File: src/rtl/core/drpcw_pkg.sv
// ----------------------------------------------------------------------------
// Dual RGB PWM color wheel package
// Shared widths, register indexes, reset values, level types and the
// color wheel step function.
// ----------------------------------------------------------------------------
package drpcw_pkg;

   localparam int PHASE_W   = 9;
   localparam int LEVEL_W   = 8;
   localparam int RGB_W     = 3 * LEVEL_W;
   localparam int CSR_IDX_W = 3;
   localparam int CSR_DAT_W = RGB_W;

   // Configuration register indexes.
   localparam logic [CSR_IDX_W-1:0] CSR_PWM_PERIOD   = 3'd0;
   localparam logic [CSR_IDX_W-1:0] CSR_ON_WINDOW    = 3'd1;
   localparam logic [CSR_IDX_W-1:0] CSR_ROTATE_EN    = 3'd2;
   localparam logic [CSR_IDX_W-1:0] CSR_COLOR_STEP   = 3'd3;
   localparam logic [CSR_IDX_W-1:0] CSR_ROT_THRESH   = 3'd4;
   localparam logic [CSR_IDX_W-1:0] CSR_LEFT_START   = 3'd5;
   localparam logic [CSR_IDX_W-1:0] CSR_RIGHT_START  = 3'd6;

   // Reset values of the configuration registers.
   localparam logic [PHASE_W-1:0] RST_PWM_PERIOD  = 9'd256;
   localparam logic [PHASE_W-1:0] RST_ON_WINDOW   = 9'd8;
   localparam logic [LEVEL_W-1:0] RST_COLOR_STEP  = 8'd1;
   localparam logic [LEVEL_W-1:0] RST_ROT_THRESH  = 8'd4;
   localparam logic [RGB_W-1:0]   RST_LEFT_START  = 24'h800020;
   localparam logic [RGB_W-1:0]   RST_RIGHT_START = 24'h008080;

   // Bit positions inside the LED pattern.
   localparam int PAT_RIGHT_R = 0;
   localparam int PAT_RIGHT_G = 1;
   localparam int PAT_RIGHT_B = 2;
   localparam int PAT_LEFT_R  = 3;
   localparam int PAT_LEFT_G  = 4;
   localparam int PAT_LEFT_B  = 5;
   localparam int PAT_W       = 6;

   // Packed so that a 24-bit start value maps to R[23:16] G[15:8] B[7:0].
   typedef struct packed {
      logic [LEVEL_W-1:0] r;
      logic [LEVEL_W-1:0] g;
      logic [LEVEL_W-1:0] b;
   } rgb_type;

   function automatic logic [LEVEL_W-1:0] sat_add(input logic [LEVEL_W-1:0] a,
                                                  input logic [LEVEL_W-1:0] b);
      logic [LEVEL_W:0] sum;
      sum = {1'b0, a} + {1'b0, b};
      return sum[LEVEL_W] ? {LEVEL_W{1'b1}} : sum[LEVEL_W-1:0];
   endfunction

   function automatic logic [LEVEL_W-1:0] sat_sub(input logic [LEVEL_W-1:0] a,
                                                  input logic [LEVEL_W-1:0] b);
      return (a > b) ? (a - b) : '0;
   endfunction

   // One step along the six-segment wheel; the first matching rule wins.
   function automatic rgb_type wheel_step(input rgb_type cur,
                                          input logic [LEVEL_W-1:0] thr,
                                          input logic [LEVEL_W-1:0] stp);
      rgb_type nxt;
      nxt = cur;
      priority if (cur.r >= thr && cur.g < thr && cur.b == '0) begin
         nxt.g = sat_add(cur.g, stp);
      end else if (cur.g >= thr && cur.r != '0 && cur.b == '0) begin
         nxt.r = sat_sub(cur.r, stp);
      end else if (cur.g >= thr && cur.b < thr) begin
         nxt.b = sat_add(cur.b, stp);
      end else if (cur.b >= thr && cur.g != '0) begin
         nxt.g = sat_sub(cur.g, stp);
      end else if (cur.b >= thr && cur.r < thr) begin
         nxt.r = sat_add(cur.r, stp);
      end else if (cur.r >= thr && cur.b != '0) begin
         nxt.b = sat_sub(cur.b, stp);
      end else begin
         nxt = cur;
      end
      return nxt;
   endfunction

endpackage

File: src/rtl/core/dual_rgb_pwm_color_wheel_core.sv
// ----------------------------------------------------------------------------
// Dual RGB PWM color wheel core
// Software-style PWM for two RGB LEDs with an optional color wheel rotation.
// ----------------------------------------------------------------------------
// The req channel carries one timer tick per transfer (req_tdata[0]). Every
// accepted transfer produces exactly one transfer on the rsp channel, holding
// the six LED bits for the phase after the update and a flag that is set when
// that tick wrapped the phase counter back to zero.
// An accepted transfer is registered in the result register and shown on rsp
// in the next cycle. Throughput is one transfer per cycle while rsp is not
// stalled; the phase and level update is a single pass of compares and one
// saturating add or subtract per LED between the state and result registers.
// The result register frees itself in the same cycle that rsp is taken, so
// req_tready follows rsp_tready while a result is pending. When the receiver
// stalls, the pending result holds and req is back-pressured; no tick is lost.
// The csr port writes seven registers by index; a write of either start
// register loads that LED's live levels directly. Writes are meant to
// happen while the channels are idle.
// Synchronous reset clears the phase, empties the result register and loads
// the register reset values, including the start levels of both LEDs.
// ----------------------------------------------------------------------------
module dual_rgb_pwm_color_wheel_core
   import drpcw_pkg::*;
(
   input  logic                 clock,
   input  logic                 reset,
   // Request stream.
   input  logic                 req_tvalid,
   output logic                 req_tready,
   input  logic [7:0]           req_tdata,   // [0] tick, [7:1] zero
   // Response stream.
   output logic                 rsp_tvalid,
   input  logic                 rsp_tready,
   output logic [7:0]           rsp_tdata,   // [5:0] led_pattern, [6] phase_wrapped, [7] zero
   // Configuration write port.
   input  logic                 csr_wr_en,
   input  logic [CSR_IDX_W-1:0] csr_addr,
   input  logic [CSR_DAT_W-1:0] csr_wr_data
);

   // Configuration registers.
   logic [PHASE_W-1:0] period_ff,    period_in;
   logic [PHASE_W-1:0] window_ff,    window_in;
   logic               rotate_ff,    rotate_in;
   logic [LEVEL_W-1:0] step_ff,      step_in;
   logic [LEVEL_W-1:0] thresh_ff,    thresh_in;

   // Live state.
   logic [PHASE_W-1:0] phase_ff,     phase_in;
   rgb_type            left_ff,      left_in;
   rgb_type            right_ff,     right_in;

   // Result register.
   logic               rsp_valid_ff, rsp_valid_in;
   logic [PAT_W-1:0]   rsp_pat_ff,   rsp_pat_in;
   logic               rsp_wrap_ff,  rsp_wrap_in;

   logic               req_accept;
   logic               tick;
   logic [PHASE_W-1:0] phase_next;
   logic               wrapped;
   logic               lit_window;
   logic [PAT_W-1:0]   pattern;
   logic               do_step;

   // The result register can take a new item when empty or being drained.
   assign req_tready = !rsp_valid_ff || rsp_tready;
   assign req_accept = req_tvalid && req_tready;
   assign tick       = req_tdata[0];

   // Phase counter advances on a tick and wraps once it reaches the period.
   always_comb begin
      if (tick) begin
         phase_next = (phase_ff < period_ff) ? PHASE_W'(phase_ff + 1'b1) : '0;
      end else begin
         phase_next = phase_ff;
      end
   end

   assign wrapped    = tick && (phase_next == '0);
   assign lit_window = phase_next < window_ff;

   // Each LED bit is lit while the phase is in the on window and below that channel's level.
   always_comb begin
      pattern = '0;
      if (lit_window) begin
         pattern[PAT_LEFT_R]  = phase_next < {1'b0, left_ff.r};
         pattern[PAT_LEFT_G]  = phase_next < {1'b0, left_ff.g};
         pattern[PAT_LEFT_B]  = phase_next < {1'b0, left_ff.b};
         pattern[PAT_RIGHT_R] = phase_next < {1'b0, right_ff.r};
         pattern[PAT_RIGHT_G] = phase_next < {1'b0, right_ff.g};
         pattern[PAT_RIGHT_B] = phase_next < {1'b0, right_ff.b};
      end
   end

   // The wheel steps after the pattern is formed from the old levels.
   assign do_step = req_accept && wrapped && rotate_ff;

   always_comb begin
      period_in = period_ff;
      window_in = window_ff;
      rotate_in = rotate_ff;
      step_in   = step_ff;
      thresh_in = thresh_ff;
      left_in   = left_ff;
      right_in  = right_ff;
      phase_in  = req_accept ? phase_next : phase_ff;

      if (do_step) begin
         left_in  = wheel_step(left_ff,  thresh_ff, step_ff);
         right_in = wheel_step(right_ff, thresh_ff, step_ff);
      end

      if (csr_wr_en) begin
         unique case (csr_addr)
            CSR_PWM_PERIOD:  period_in = csr_wr_data[PHASE_W-1:0];
            CSR_ON_WINDOW:   window_in = csr_wr_data[PHASE_W-1:0];
            CSR_ROTATE_EN:   rotate_in = csr_wr_data[0];
            CSR_COLOR_STEP:  step_in   = csr_wr_data[LEVEL_W-1:0];
            CSR_ROT_THRESH:  thresh_in = csr_wr_data[LEVEL_W-1:0];
            CSR_LEFT_START:  left_in   = csr_wr_data[RGB_W-1:0];
            CSR_RIGHT_START: right_in  = csr_wr_data[RGB_W-1:0];
            default: begin
            end
         endcase
      end
   end

   always_comb begin
      rsp_valid_in = rsp_valid_ff;
      rsp_pat_in   = rsp_pat_ff;
      rsp_wrap_in  = rsp_wrap_ff;
      if (req_accept) begin
         rsp_valid_in = 1'b1;
         rsp_pat_in   = pattern;
         rsp_wrap_in  = wrapped;
      end else if (rsp_tready) begin
         rsp_valid_in = 1'b0;
      end
   end

   always_ff @(posedge clock) begin
      if (reset) begin
         period_ff    <= RST_PWM_PERIOD;
         window_ff    <= RST_ON_WINDOW;
         rotate_ff    <= 1'b0;
         step_ff      <= RST_COLOR_STEP;
         thresh_ff    <= RST_ROT_THRESH;
         phase_ff     <= '0;
         left_ff      <= RST_LEFT_START;
         right_ff     <= RST_RIGHT_START;
         rsp_valid_ff <= 1'b0;
      end else begin
         period_ff    <= period_in;
         window_ff    <= window_in;
         rotate_ff    <= rotate_in;
         step_ff      <= step_in;
         thresh_ff    <= thresh_in;
         phase_ff     <= phase_in;
         left_ff      <= left_in;
         right_ff     <= right_in;
         rsp_valid_ff <= rsp_valid_in;
      end
   end

   // Payload of the result register needs no reset.
   always_ff @(posedge clock) begin
      rsp_pat_ff  <= rsp_pat_in;
      rsp_wrap_ff <= rsp_wrap_in;
   end

   assign rsp_tvalid = rsp_valid_ff;
   assign rsp_tdata  = {1'b0, rsp_wrap_ff, rsp_pat_ff};

`ifndef ASSERT_OFF
   // A tick taken at or above the period must leave the phase at zero.
   a_phase_wrap: assert property (@(posedge clock) disable iff (reset)
      req_accept && tick && (phase_ff >= period_ff) |=> phase_ff == '0)
      else $error("phase counter did not wrap");

   // The phase only moves on an accepted transfer.
   a_phase_hold: assert property (@(posedge clock) disable iff (reset)
      !req_accept |=> $stable(phase_ff))
      else $error("phase moved without a transfer");

   // A pending wrap flag belongs to the phase that is held now.
   a_wrap_phase: assert property (@(posedge clock) disable iff (reset)
      rsp_valid_ff && rsp_wrap_ff |-> phase_ff == '0)
      else $error("wrap flag shown with a nonzero phase");

   // Levels change only through a wheel step or a start register write.
   a_level_hold: assert property (@(posedge clock) disable iff (reset)
      !do_step && !(csr_wr_en && (csr_addr == CSR_LEFT_START ||
                                  csr_addr == CSR_RIGHT_START))
      |=> $stable(left_ff) && $stable(right_ff))
      else $error("levels changed without a step or write");
`endif

endmodule

File: config.mk
export PLATFORM = sky130hd
export DESIGN_NAME = dual_rgb_pwm_color_wheel_core
export DESIGN_NICKNAME = d
export VERILOG_FILES = /design/src/rtl/core/drpcw_pkg.sv /design/src/rtl/core/dual_rgb_pwm_color_wheel_core.sv
export SDC_FILE = /design/constraint.sdc
export NUM_CORES = 1
export LEC_CHECK = 0
export BUFFER_PORTS_ARGS = -buffer_cell sky130_fd_sc_hd__buf_2
export CAP_MARGIN = 40
export CORE_AREA = 2 2 144 146
export CTS_CLUSTER_DIAMETER = 40
export DETAILED_ROUTE_END_ITERATION = 7
export DIE_AREA = 0 0 146 148
export GPL_TIMING_DRIVEN = 0
export HOLD_SLACK_MARGIN = 0.12
export PLACE_DENSITY = 0.77
export SLEW_MARGIN = 20
export SYNTH_ARGS = -nofsm -noshare
export SYNTH_HDL_FRONTEND = slang
export SYNTH_SLANG_ARGS = --single-unit
File: constraint.sdc
create_clock -name clock -period 4.27 [get_ports clock]
set_clock_uncertainty 0.2 [all_clocks]
set_input_delay 0.427 -clock clock [delete_from_list [all_inputs] [get_ports clock]]
set_output_delay 0.427 -clock clock [all_outputs]
set_load 0.02 [all_outputs]
==> results.py <==
metrics = {
    "outcome": {
        "status": "finished, final reports clean",
    },
    "yosys": {
        "synthMuxAreaShare": 0.007689,
        "yosysWarnings": 0,
        "synth_top_family_by_area": "compound AO/OA/AOI/OAI gates",
        "synth_edf_count": 7,
        "netlist_instances": 1570,
        "synth_xor_area_frac": 0.03170,
        "synth-main-ff-cell": "dfxtp_1",
        "synthAdderAreaFrac": 0.2340,
        "synthArstFlopShare": 0,
        "synth_compound_area_frac": 0.2788,
        "yosys.area_share.simple": 0.2082,
        "seq_area_frac_synth": 0.1744,
        "synth-seq-cells": 100,
        "syn_nets": 1825,
        "postSynthAreaPerCell_um2": 7.566,
        "synth_cell_types": 77,
        "netlist_area_mm2": 0.01188,
    },
    "global_routing": {
        "grt_pass1_vias": 11886,
        "antenna_found_initial": 0,
        "grt_max_degree": 20,
        "grt_pass1_wl_mm": 65.85,
        "grt-ovfl-total": 0,
        "grt_util_all_layers": 0.3900,
    },
    "placement": {
        "place_ws_ns": -0.7949,
        "gp_congestion": 0.9795,
        "numPortBuffers": 40,
        "placed_area_mm2": 0.01257,
        "place_hpwl_mm": 31.96,
    },
    "critical_path": {
        "cpPeakStageDelay_ns": 0.42,
        "ff2ff_setup_slack_ns": 0.09,
        "worstSetupEndpointType": "flop",
        "start_kind": "flop",
        "cp.required_ns": 4.24,
        "critPathBufInv": 2,
        "crit_family": "compound AO/OA/AOI/OAI gates",
        "r2r_start": "period_ff[1]",
        "worstRegToRegCells": 14,
        "path_max_fanout": 10,
        "critical_path_class": "flop to flop",
        "cp-startpoint": "period_ff[1]",
        "crit_path_cell_trace": "inv_1 -> ha_1 -> a2111o_1 -> a311oi_2 -> nor2_2 -> clkbuf_4 -> a21oi_4 -> ha_1 -> and4_1 -> a21oi_1 -> nand2_1 -> a311oi_2 -> o21ai_4 -> a2111oi_2",
        "crit_path_top_delay_cell": "a311oi_2",
        "cp.arrival_ns": 4.15,
        "regToRegEndpoint": "rsp_pat_ff[5]",
    },
    "min_path": {
        "hold_path_end": "left_ff[16]",
        "whs_path_depth": 3,
        "hold_path.class": "primary input to flop",
        "hp-start": "csr_wr_data[16]",
    },
    "floorplan": {
        "rows": 52,
        "core_mm2": 0.02004,
        "die-width_um": 146,
        "io_pins": 50,
        "start_util": 0.5928,
        "dieArea_mm2": 0.02161,
        "die_y_um": 148,
    },
    "final_layout": {
        "stdcell_area_mm2": 0.01303,
        "utilization": 0.6503,
        "num_antenna_cells": 0,
        "syn2layout_area_growth_pct": 9.700,
        "layout-drive-gt1-share": 0.07664,
        "nets": 1894,
    },
    "pwr": {
        "switchingPower_mw": 0.9972,
        "pwr_density_cell_mw_per_mm2": 207.0,
        "clkPwrFrac": 0.319,
        "power.leakage_nw": 5.390,
        "switching_share": 0.3697,
        "peakVddDrop_mv": 0.1685,
        "seqPwrFrac": 0.383,
        "intPower_mw": 1.700,
        "p_total_mw": 2.697,
        "comb_power_share": 0.297,
    },
    "clocking": {
        "ctsLongestPathBuffers": 2,
        "cts_tree": "built",
        "clk_latency_ns": 0.37,
        "clkSinkCount": 100,
        "cts_root_buf": "clkbuf_16",
        "cts_buffers": 9,
        "clk_pin_slew_ns": 0.09,
        "h-tree-depth": 3,
    },
    "route": {
        "first_pass_iters": 8,
        "wire_per_inst_um": 22.46,
        "drtIter0Drc": 1413,
        "ant_nets": 0,
        "num_vias": 12768,
        "drc": 0,
        "wl_mm": 42.99,
        "viasPerCell": 6.671,
    },
    "timing": {
        "fin_ws_ns": 0.08756,
        "setup_viol": 0,
        "finalCritPeriodShare": 0.9795,
        "fmax_mhz": 239.1,
        "min_period_ns": 4.182,
        "worst_hold_slack_ns": 0.1413,
        "slew_viol_final": 0,
        "slew_headroom": 0.4313,
        "worst_slew_pin_slew_ns": 0.8480,
        "hold_viol": 0,
    },
    "job": {
        "drv_cap": 0,
    },
}
repair_timing:
action,in CTS,in global routing
buffers inserted,0,2
endpoints found under the setup margin,14,17
hold endpoints to repair,4,0
pin swaps,0,2
gates resized for setup,18,15
hold buffers,4,0
per-layer routing:
layer  GRT usage  vias up  part of all wire
met5           0        -                 0
met4      0.2311        0             0.072
met3     0.08364      211              0.10
met2      0.6085      696              0.43
met1      0.4977     5952              0.40
li1            -     5909                 -
tightest hold or removal path: stages:
cell     delay (ns)
buf_2          0.12
nand2_1        0.06
a21oi_1        0.05
how the worst max path moves through the flow:
stage,cells past startpoint,endpoint
floorplan,14,rsp_pat_ff[0]
global placement,13,rsp_pat_ff[1]
detailed placement,15,rsp_pat_ff[1]
CTS,11,left_ff[12]
global route,15,rsp_pat_ff[2]
finish,14,rsp_pat_ff[5]
synth_stat cells, drive strengths merged (5+ instances only):
cell type,count,area (um^2)
nor4,16,106.4
and3,9,56.30
o211a,5,50.05
inv,135,506.7
nand2,138,518.0
o2111ai,12,105.1
a211oi,20,155.1
dfxtp,93,1862
nand3,41,215.2
clkbuf,52,195.2
nor3b,6,45.04
xor2,11,96.34
nor2b,23,143.9
a21o,17,127.6
xnor2,32,280.3
nand3b,6,45.04
edfxtp,7,210.2
o41ai,7,61.31
o21bai,15,112.6
nor2,95,366.6
a31oi,30,187.7
a221oi,15,131.4
a21oi,161,805.8
o31ai,12,90.09
a2111oi,11,140.1
nand2b,26,162.7
and2,14,87.58
a211o,10,87.58
or3,21,131.4
fa,12,240.2
a221o,6,60.06
a22oi,6,45.04
o211ai,15,112.6
o21ai,114,574.3
buf,12,63.81
o21a,10,75.07
mux2i,8,80.08
ha,203,2540
nand4,25,156.4
a32oi,9,78.83
nor3,48,251.5
or2,6,37.54
or4,6,45.04
through the flow:
stage | std cells | TNS, ns
2_1_floorplan | 1570 | 0
3_3_place_gp | 1880 | -12.59
3_5_place_dp | 1892 | -3.436
4_1_cts | 1912 | 0
5_1_grt | 1914 | -0.05538
6_report | 1914 | 0
cell type report:
type                            count  area (um^2)
Tap cell                          270        337.8
Clock inverter                      7        67.56
Multi-Input combinational cell   1270         9153
Sequential cell                   100         2082
Inverter                          136        510.5
Fill cell                        1819         7008
Buffer                             64        262.8
Timing Repair Buffer               58        392.9
Clock buffer                        9        225.2
power groups by stage:
stage / combinational [mW] / clock (mW) / sequential, mW
final: 0.802 / 0.861 / 1.03
after global routing: 0.878 / 0.888 / 1.04
after CTS: 0.774 / 0.857 / 1.03
after detailed placement: 0.759 / 0 / 1.05
after global placement: 0.735 / 0 / 1.05
after floorplan: 0.543 / 0 / 1.04
sequential cells by signal (all words and copies together), names as in the netlist:
signal and cells:
period_ff 9, left_ff 24, thresh_ff 8, right_ff 24, step_ff 8, rsp_wrap_ff 1
rotate_ff 1, rsp_tvalid 1, rsp_pat_ff 6, window_ff 9, phase_ff 9
cell usage in the layout (no fill, tap or decap), drive strengths merged, types with 16 or more instances in the layout:
cell,n
a211oi,20
a21o,17
a21oi,161
a31oi,30
buf,66
clkbuf,61
dfxtp,93
ha,203
inv,139
nand2,138
nand2b,26
nand3,41
nand4,25
nor2,95
nor2b,23
nor3,48
nor4,16
o21ai,114
or3,21
xnor2,32
cell families (layout without fill, tap and decap cells):
| group | count (synthesis) | after routing |
|---|---|---|
| DFF | 100 | 100 |
| AOI/OAI and AO/OA | 510 | 510 |
| and+or+nand+nor | 492 | 492 |
| other | 1 | 1 |
| muxes | 9 | 9 |
| xor gates and xnor gates | 43 | 43 |
| adders and majority gates | 215 | 215 |
| buffers and inverters | 200 | 274 |
Note: power is estimated with default switching activity, not from simulation.
